`src/pso_pkg.sv`:
```
// Shared types, codes and defaults of the tagged operand stack.
// No dependencies; pso_if, pso_mod, the top level and the checker import this package.
package pso_pkg;

    localparam int unsigned STACK_DEPTH_DEF = 64;
    localparam int unsigned CMD_W = 4;
    localparam int unsigned TAG_W = 3;
    localparam int unsigned VAL_W = 64;
    localparam int unsigned ST_W  = 3;

    localparam logic [CMD_W-1:0] CMD_PUSH   = 4'd0;
    localparam logic [CMD_W-1:0] CMD_DUP    = 4'd1;
    localparam logic [CMD_W-1:0] CMD_EXCH   = 4'd2;
    localparam logic [CMD_W-1:0] CMD_POP    = 4'd3;
    localparam logic [CMD_W-1:0] CMD_CLEAR  = 4'd4;
    localparam logic [CMD_W-1:0] CMD_MARK   = 4'd5;
    localparam logic [CMD_W-1:0] CMD_COUNT  = 4'd6;
    localparam logic [CMD_W-1:0] CMD_CTMARK = 4'd7;
    localparam logic [CMD_W-1:0] CMD_CLMARK = 4'd8;
    localparam logic [CMD_W-1:0] CMD_INDEX  = 4'd9;
    localparam logic [CMD_W-1:0] CMD_COPY   = 4'd10;
    localparam logic [CMD_W-1:0] CMD_ROLL   = 4'd11;

    localparam logic [ST_W-1:0] ST_OK     = 3'd0;
    localparam logic [ST_W-1:0] ST_UNDER  = 3'd1;
    localparam logic [ST_W-1:0] ST_OVER   = 3'd2;
    localparam logic [ST_W-1:0] ST_TYPE   = 3'd3;
    localparam logic [ST_W-1:0] ST_RANGE  = 3'd4;
    localparam logic [ST_W-1:0] ST_NOMARK = 3'd5;

    localparam logic [TAG_W-1:0] TAG_INT  = 3'd0;
    localparam logic [TAG_W-1:0] TAG_MARK = 3'd3;

    typedef struct packed {
        logic [TAG_W-1:0] tag;
        logic [VAL_W-1:0] value;
    } t_word;

endpackage

```
`src/pso_mod.sv`:
```
// Bit-serial remainder unit: one dividend bit per cycle against a narrow divisor.
// Depends on pso_pkg for the value width.
module pso_mod import pso_pkg::*; #(
    parameter int unsigned STACK_DEPTH = STACK_DEPTH_DEF
) (
    input  logic                             i_clk,
    input  logic                             i_rst_n,
    input  logic                             i_start,
    input  logic [VAL_W-1:0]                 i_dividend,
    input  logic [$clog2(STACK_DEPTH+1)-1:0] i_divisor,
    output logic                             o_done,
    output logic [$clog2(STACK_DEPTH+1)-1:0] o_rem
);
    localparam int unsigned FW = $clog2(STACK_DEPTH + 1);
    localparam int unsigned CW = $clog2(VAL_W);

    logic          r_busy, n_busy;
    logic          r_done, n_done;
    logic [CW-1:0] r_cnt, n_cnt;
    logic [VAL_W-1:0] r_dvd, n_dvd;
    logic [FW-1:0] r_dvs, n_dvs;
    logic [FW-1:0] r_rem, n_rem;
    logic [FW:0]   trial;
    logic [FW:0]   diff;

    always_comb begin
        trial  = {r_rem, r_dvd[VAL_W-1]};
        diff   = trial - {1'b0, r_dvs};
        n_busy = r_busy;
        n_done = 1'b0;
        n_cnt  = r_cnt;
        n_dvd  = r_dvd;
        n_dvs  = r_dvs;
        n_rem  = r_rem;
        if (i_start) begin
            n_busy = 1'b1;
            n_cnt  = '0;
            n_dvd  = i_dividend;
            n_dvs  = i_divisor;
            n_rem  = '0;
        end else if (r_busy) begin
            n_rem = (trial >= {1'b0, r_dvs}) ? diff[FW-1:0] : trial[FW-1:0];
            n_dvd = {r_dvd[VAL_W-2:0], 1'b0};
            n_cnt = r_cnt + CW'(1);
            if (r_cnt == CW'(VAL_W - 1)) begin
                n_busy = 1'b0;
                n_done = 1'b1;
            end
        end
    end

    always_ff @(posedge i_clk) begin
        if (!i_rst_n) begin
            r_busy <= 1'b0;
            r_done <= 1'b0;
        end else begin
            r_busy <= n_busy;
            r_done <= n_done;
        end
    end

    always_ff @(posedge i_clk) begin
        r_cnt <= n_cnt;
        r_dvd <= n_dvd;
        r_dvs <= n_dvs;
        r_rem <= n_rem;
    end

    assign o_done = r_done;
    assign o_rem  = r_rem;
endmodule

```
`config.mk`:
```
export PLATFORM = sky130hd
export DESIGN_NAME = pso_mod
export DESIGN_NICKNAME = d
export VERILOG_FILES = /design/src/pso_pkg.sv /design/src/pso_mod.sv
export SDC_FILE = /design/constraint.sdc
export NUM_CORES = 1
export LEC_CHECK = 0
export ABC_CLOCK_PERIOD_IN_PS = 2500
export BUFFER_PORTS_ARGS = -buffer_cell sky130_fd_sc_hd__clkbuf_2
export CAP_MARGIN = 30
export CORE_MARGIN = 3
export CORE_UTILIZATION = 55
export DETAILED_ROUTE_END_ITERATION = 12
export HOLD_SLACK_MARGIN = 0.06
export PLACE_DENSITY_LB_ADDON = 0.3
export SETUP_SLACK_MARGIN = 0.5
export SLEW_MARGIN = 30
export SYNTH_ARGS = -nofsm -noshare
export SYNTH_HDL_FRONTEND = slang
export SYNTH_SLANG_ARGS = --single-unit
export TNS_END_PERCENT = 50
```
`constraint.sdc`:
```
create_clock -name i_clk -period 2.5 [get_ports i_clk]
set_input_delay 0.125 -clock i_clk [delete_from_list [all_inputs] [get_ports i_clk]]
set_output_delay 0.125 -clock i_clk [all_outputs]
set_load 0.05 [all_outputs]
```
==> impl_metrics.tcl <==
set metrics [dict create \
    final_antenna_violating_net_count 0 \
    synth_seq_cells 86 \
    row_count 30 \
    whs_endpoint "r_dvd[0]" \
    synth_top_family_by_area "multiplexers" \
    regToRegStartpoint "r_dvd[63]" \
    synth.distinct_cells 44 \
    htree_num_levels 3 \
    synth.top_cell.area_share_pct 53.27 \
    critPathMaxFanout 3 \
    ios 82 \
    drt-wirelength-per-cell_um 15.83 \
    ctsRootBufferMaster "sky130_fd_sc_hd__clkbuf_8" \
    yosys_most_used_dff "sky130_fd_sc_hd__edfxtp_1" \
    syn2layout_area_growth_pct 24.01 \
    worst_setup_hold_path_clk_slew_ps 80 \
    maximum_clock_rate_ghz 0.4828 \
    power_frac_seq_pct 52.0 \
    final_period_minus_worst_setup_slack_ps 2071 \
    worst_slew_margin_rel_pct 68.46 \
    run_status "finished, final reports clean" \
    avgSynthCellArea_sq_um 14.14 \
    synthesized_instance_count 283 \
    slew_violations 0 \
    finalSetupViolations 0 \
    post_synth_main_area_contributors "sky130_fd_sc_hd__edfxtp_1 53%, sky130_fd_sc_hd__mux2_2 18%, sky130_fd_sc_hd__dfxtp_1 7.5%, sky130_fd_sc_hd__ha_1 2.5%, sky130_fd_sc_hd__nor3b_1 1.7%" \
    first_pass_grt_wire_length_mm 11.96 \
    clock_insertion_delay_worst_skew_ps 350 \
    worstMarginPinSlew_ps 471.4 \
    synth-edff-count 71 \
    gp_congestion 0.8777 \
    coreArea_sq_mm 0.006907 \
    rsz0062_at_grt "true" \
    post_synth_xor_area_fraction_pct 1.532 \
    internal-power_w 0.002607 \
    critPathKind "reg -> reg" \
    critical_path_data_required_time_ps 2740 \
    timing.final.hold_violations 0 \
    pre_cts_slack_ps 173.6 \
    die_height_um 91.31 \
    max-cap-violations 0 \
    total_switching_power_w 0.0007616 \
    post-route-worst-setup-slack_ps 428.9 \
    synthesis.yosys.warnings 0 \
    finalSetupTns_ps 0 \
    drt-total-wl_mm 7.553 \
    finish.instance_area_sq_mm 0.004964 \
    yosys.area_share.adder_pct 3.001 \
    power_leakage_nw 1.977 \
    synth.cell_area_sq_mm 0.004003 \
    p_comb_share_pct 14.1 \
    ff2ff_setup_slack_ps 430 \
    clock_tree.buffer_depth 2 \
    grt_start_max_net_pins 94 \
    cts_num_sinks 86 \
    initial_core_util_pct 57.95 \
    simple_gate_fraction_of_synth_area_pct 7.877 \
    footprint_of_the_multi_input_gates_sq_mm 0.001531 \
    die_area_sq_mm 0.008337 \
    hpwlAfterDp_mm 4.829 \
    power_switching_share_pct 22.61 \
    muxShareOfSynthArea_pct 17.97 \
    synth_top_cell_by_area "sky130_fd_sc_hd__edfxtp_1" \
    detail_route.first_pass.iterations 4 \
    grt_pass1_vias 2604 \
    seqCellArea_sq_mm 0.002435 \
    min_from "i_dividend[0]" \
    layout.nets 460 \
    placement_cell_area_sq_mm 0.004502 \
    route.detailed.drc 0 \
    global_route.usage.total_pct 18.25 \
    via_count 2572 \
    yosysSeqAreaShare_pct 60.77 \
    cp.arrival_ps 2310 \
    port_buffers 81 \
    insertedDiodeCount 0 \
    syn_nets 366 \
    crit_reg_reg_endpoint "o_rem[6]" \
    cts_inserted_buffers 9 \
    cp-end-kind "register" \
    fp.dieW_um 91.31 \
    synth_area_in_compound_gates_pct 5.752 \
    fill_cells 504 \
    ir_drop_mv 0.4532 \
    number_of_antenna_violations_at_the_first_check_in_global_routing 0 \
    tritoncts "done" \
    r2r_cells 9 \
    power-per-cell-area_mw_per_mm2 678.7 \
    cp-start-kind "register" \
    clockPowerShare_pct 33.9 \
    worst_hold_path.num_cells 2 \
    globalRoute.totalOverflow 0 \
    fin_crit_sh_pct 82.84 \
    dr.first_iter.drc_count 108 \
    hold_class "in -> reg" \
    post_route_cells_drive_above_1_share_pct 48.03 \
    maximum_clock_skew_at_final_layout_ps 5.362 \
    share_of_flip_flops_with_an_asynchronous_set_or_reset_pct 0 \
    route.detailed.vias_per_inst 5.392 \
]
cell families (layout without fill, tap and decap cells):
| group | after synthesis | in the layout |
|---|---|---|
| XOR/XNOR | 7 | 7 |
| flip-flops | 86 | 86 |
| AND/OR/NAND/NOR | 59 | 59 |
| AO/OA/AOI/OAI | 30 | 30 |
| adder cells (fa/ha/maj) | 9 | 9 |
| buffers and inverters | 28 | 126 |
| multiplexers | 64 | 64 |
sequential cells by signal, indices dropped and copies added, names as in the netlist:
name,cells
o_done,1
o_rem,7
r_busy,1
r_cnt,6
r_dvd,64
r_dvs,7
final cells by class:
cell class / count / share of cell area (%)
clock buffers: 9 / 2.496
clock inverters: 6 / 2.244
inverters: 12 / 0.9075
multi-input cells: 169 / 30.85
flip-flops and latches: 86 / 49.05
well taps: 96 / 2.420
repair buffers: 99 / 12.02
routing by layer:
metal  wire [um]  up-vias  GRT usage (%)  share of wire, %
li1            -     1253              -                 -
met1        3267     1230          22.87                43
met2        3736       76          29.68                49
met3         407       13          4.474               5.4
met4         142        0          8.794               1.9
met5           0        -              0                 0
what timing repair did:
action | 4_1_cts | 5_1_grt
resized for setup | 11 | 8
pin swaps | 4 | 8
hold buffers | 10 | 0
hold endpoints to repair | 11 | 0
setup endpoints to repair | 7 | 7
buffers inserted | 3 | 2
synth_stat cells (2+ instances only):
master	number
sky130_fd_sc_hd__ha_1	8
sky130_fd_sc_hd__nand2b_1	2
sky130_fd_sc_hd__or2_2	2
sky130_fd_sc_hd__nor3_1	2
sky130_fd_sc_hd__nor3b_1	9
sky130_fd_sc_hd__o21ai_1	3
sky130_fd_sc_hd__o21ai_0	2
sky130_fd_sc_hd__xor2_1	3
sky130_fd_sc_hd__edfxtp_1	71
sky130_fd_sc_hd__clkbuf_1	8
sky130_fd_sc_hd__nand4_1	3
sky130_fd_sc_hd__a311oi_1	2
sky130_fd_sc_hd__inv_1	12
sky130_fd_sc_hd__dfxtp_1	15
sky130_fd_sc_hd__and2_1	2
sky130_fd_sc_hd__or3_1	2
sky130_fd_sc_hd__buf_2	6
sky130_fd_sc_hd__a21oi_1	3
sky130_fd_sc_hd__a2111oi_0	4
sky130_fd_sc_hd__o31ai_1	2
sky130_fd_sc_hd__nand3_1	6
sky130_fd_sc_hd__mux2_2	63
sky130_fd_sc_hd__a211oi_1	2
sky130_fd_sc_hd__a211o_1	2
sky130_fd_sc_hd__nor2_1	15
sky130_fd_sc_hd__xnor2_1	4
sky130_fd_sc_hd__nand2_1	10
sky130_fd_sc_hd__a41oi_1	4
stage by stage:
stage | total power (W) | utilization, % | std cells | hold slack, ps
after CTS | 0.003380 | 71.01 | 475 | 60.14
final | 0.003369 | 71.87 | 477 | 72.45
after global routing | 0.003510 | 71.87 | 477 | 60.13
after global placement | 0.002176 | 65.18 | 447 | 303.6
after detailed placement | 0.002193 | 65.18 | 447 | 303.9
after floorplan | 0.002058 | - | 283 | 223.9
worst max-delay path by stage:
stage                     startpoint  endpoint
after global routing       r_dvd[63]  o_rem[1]
after detailed placement   r_dvd[63]  o_rem[0]
after floorplan            r_dvd[63]  o_rem[0]
after global placement     r_dvd[63]  o_rem[0]
final                      r_dvd[63]  o_rem[6]
after CTS                  r_dvd[63]  o_rem[2]
worst max-delay path: stages (launching register included):
cell,delay (ps)
sky130_fd_sc_hd__edfxtp_1,390
sky130_fd_sc_hd__inv_1,70
sky130_fd_sc_hd__ha_2,170
sky130_fd_sc_hd__inv_2,40
sky130_fd_sc_hd__fa_2,380
sky130_fd_sc_hd__a211oi_4,340
sky130_fd_sc_hd__buf_6,160
sky130_fd_sc_hd__nor2_4,30
sky130_fd_sc_hd__a311oi_1,290
sky130_fd_sc_hd__o21ai_1,100
power groups by stage:
| stage | clock network [W] | logic (W) | registers, W |
|---|---|---|---|
| finish | 0.00114 | 0.000474 | 0.00175 |
| detailed placement | 0 | 0.000411 | 0.00178 |
| floorplan | 0 | 0.000271 | 0.00179 |
| global placement | 0 | 0.000397 | 0.00178 |
| CTS | 0.00117 | 0.000453 | 0.00175 |
| global route | 0.00123 | 0.000517 | 0.00177 |
cells in the final DEF, fill, tap and decap left out, types with 3 or more instances in the layout:
| cell type | netlist | final |
|---|---|---|
| sky130_fd_sc_hd__xnor2_1 | 4 | 4 |
| sky130_fd_sc_hd__edfxtp_1 | 71 | 71 |
| sky130_fd_sc_hd__nor3b_1 | 9 | 9 |
| sky130_fd_sc_hd__nand4_1 | 3 | 3 |
| sky130_fd_sc_hd__nand2_1 | 10 | 10 |
| sky130_fd_sc_hd__nor2_1 | 15 | 14 |
| sky130_fd_sc_hd__mux2_2 | 63 | 63 |
| sky130_fd_sc_hd__ha_1 | 8 | 7 |
| sky130_fd_sc_hd__a41oi_1 | 4 | 4 |
| sky130_fd_sc_hd__buf_4 | 1 | 6 |
| sky130_fd_sc_hd__a21oi_1 | 3 | 3 |
| sky130_fd_sc_hd__clkbuf_2 | 0 | 80 |
| sky130_fd_sc_hd__xor2_1 | 3 | 3 |
| sky130_fd_sc_hd__inv_1 | 12 | 11 |
| sky130_fd_sc_hd__dfxtp_1 | 15 | 13 |
| sky130_fd_sc_hd__nand3_1 | 6 | 5 |
| sky130_fd_sc_hd__bufinv_16 | 0 | 3 |
| sky130_fd_sc_hd__clkbuf_8 | 0 | 9 |
| sky130_fd_sc_hd__dlygate4sd3_1 | 0 | 10 |
(Power assumes the default switching activity.)
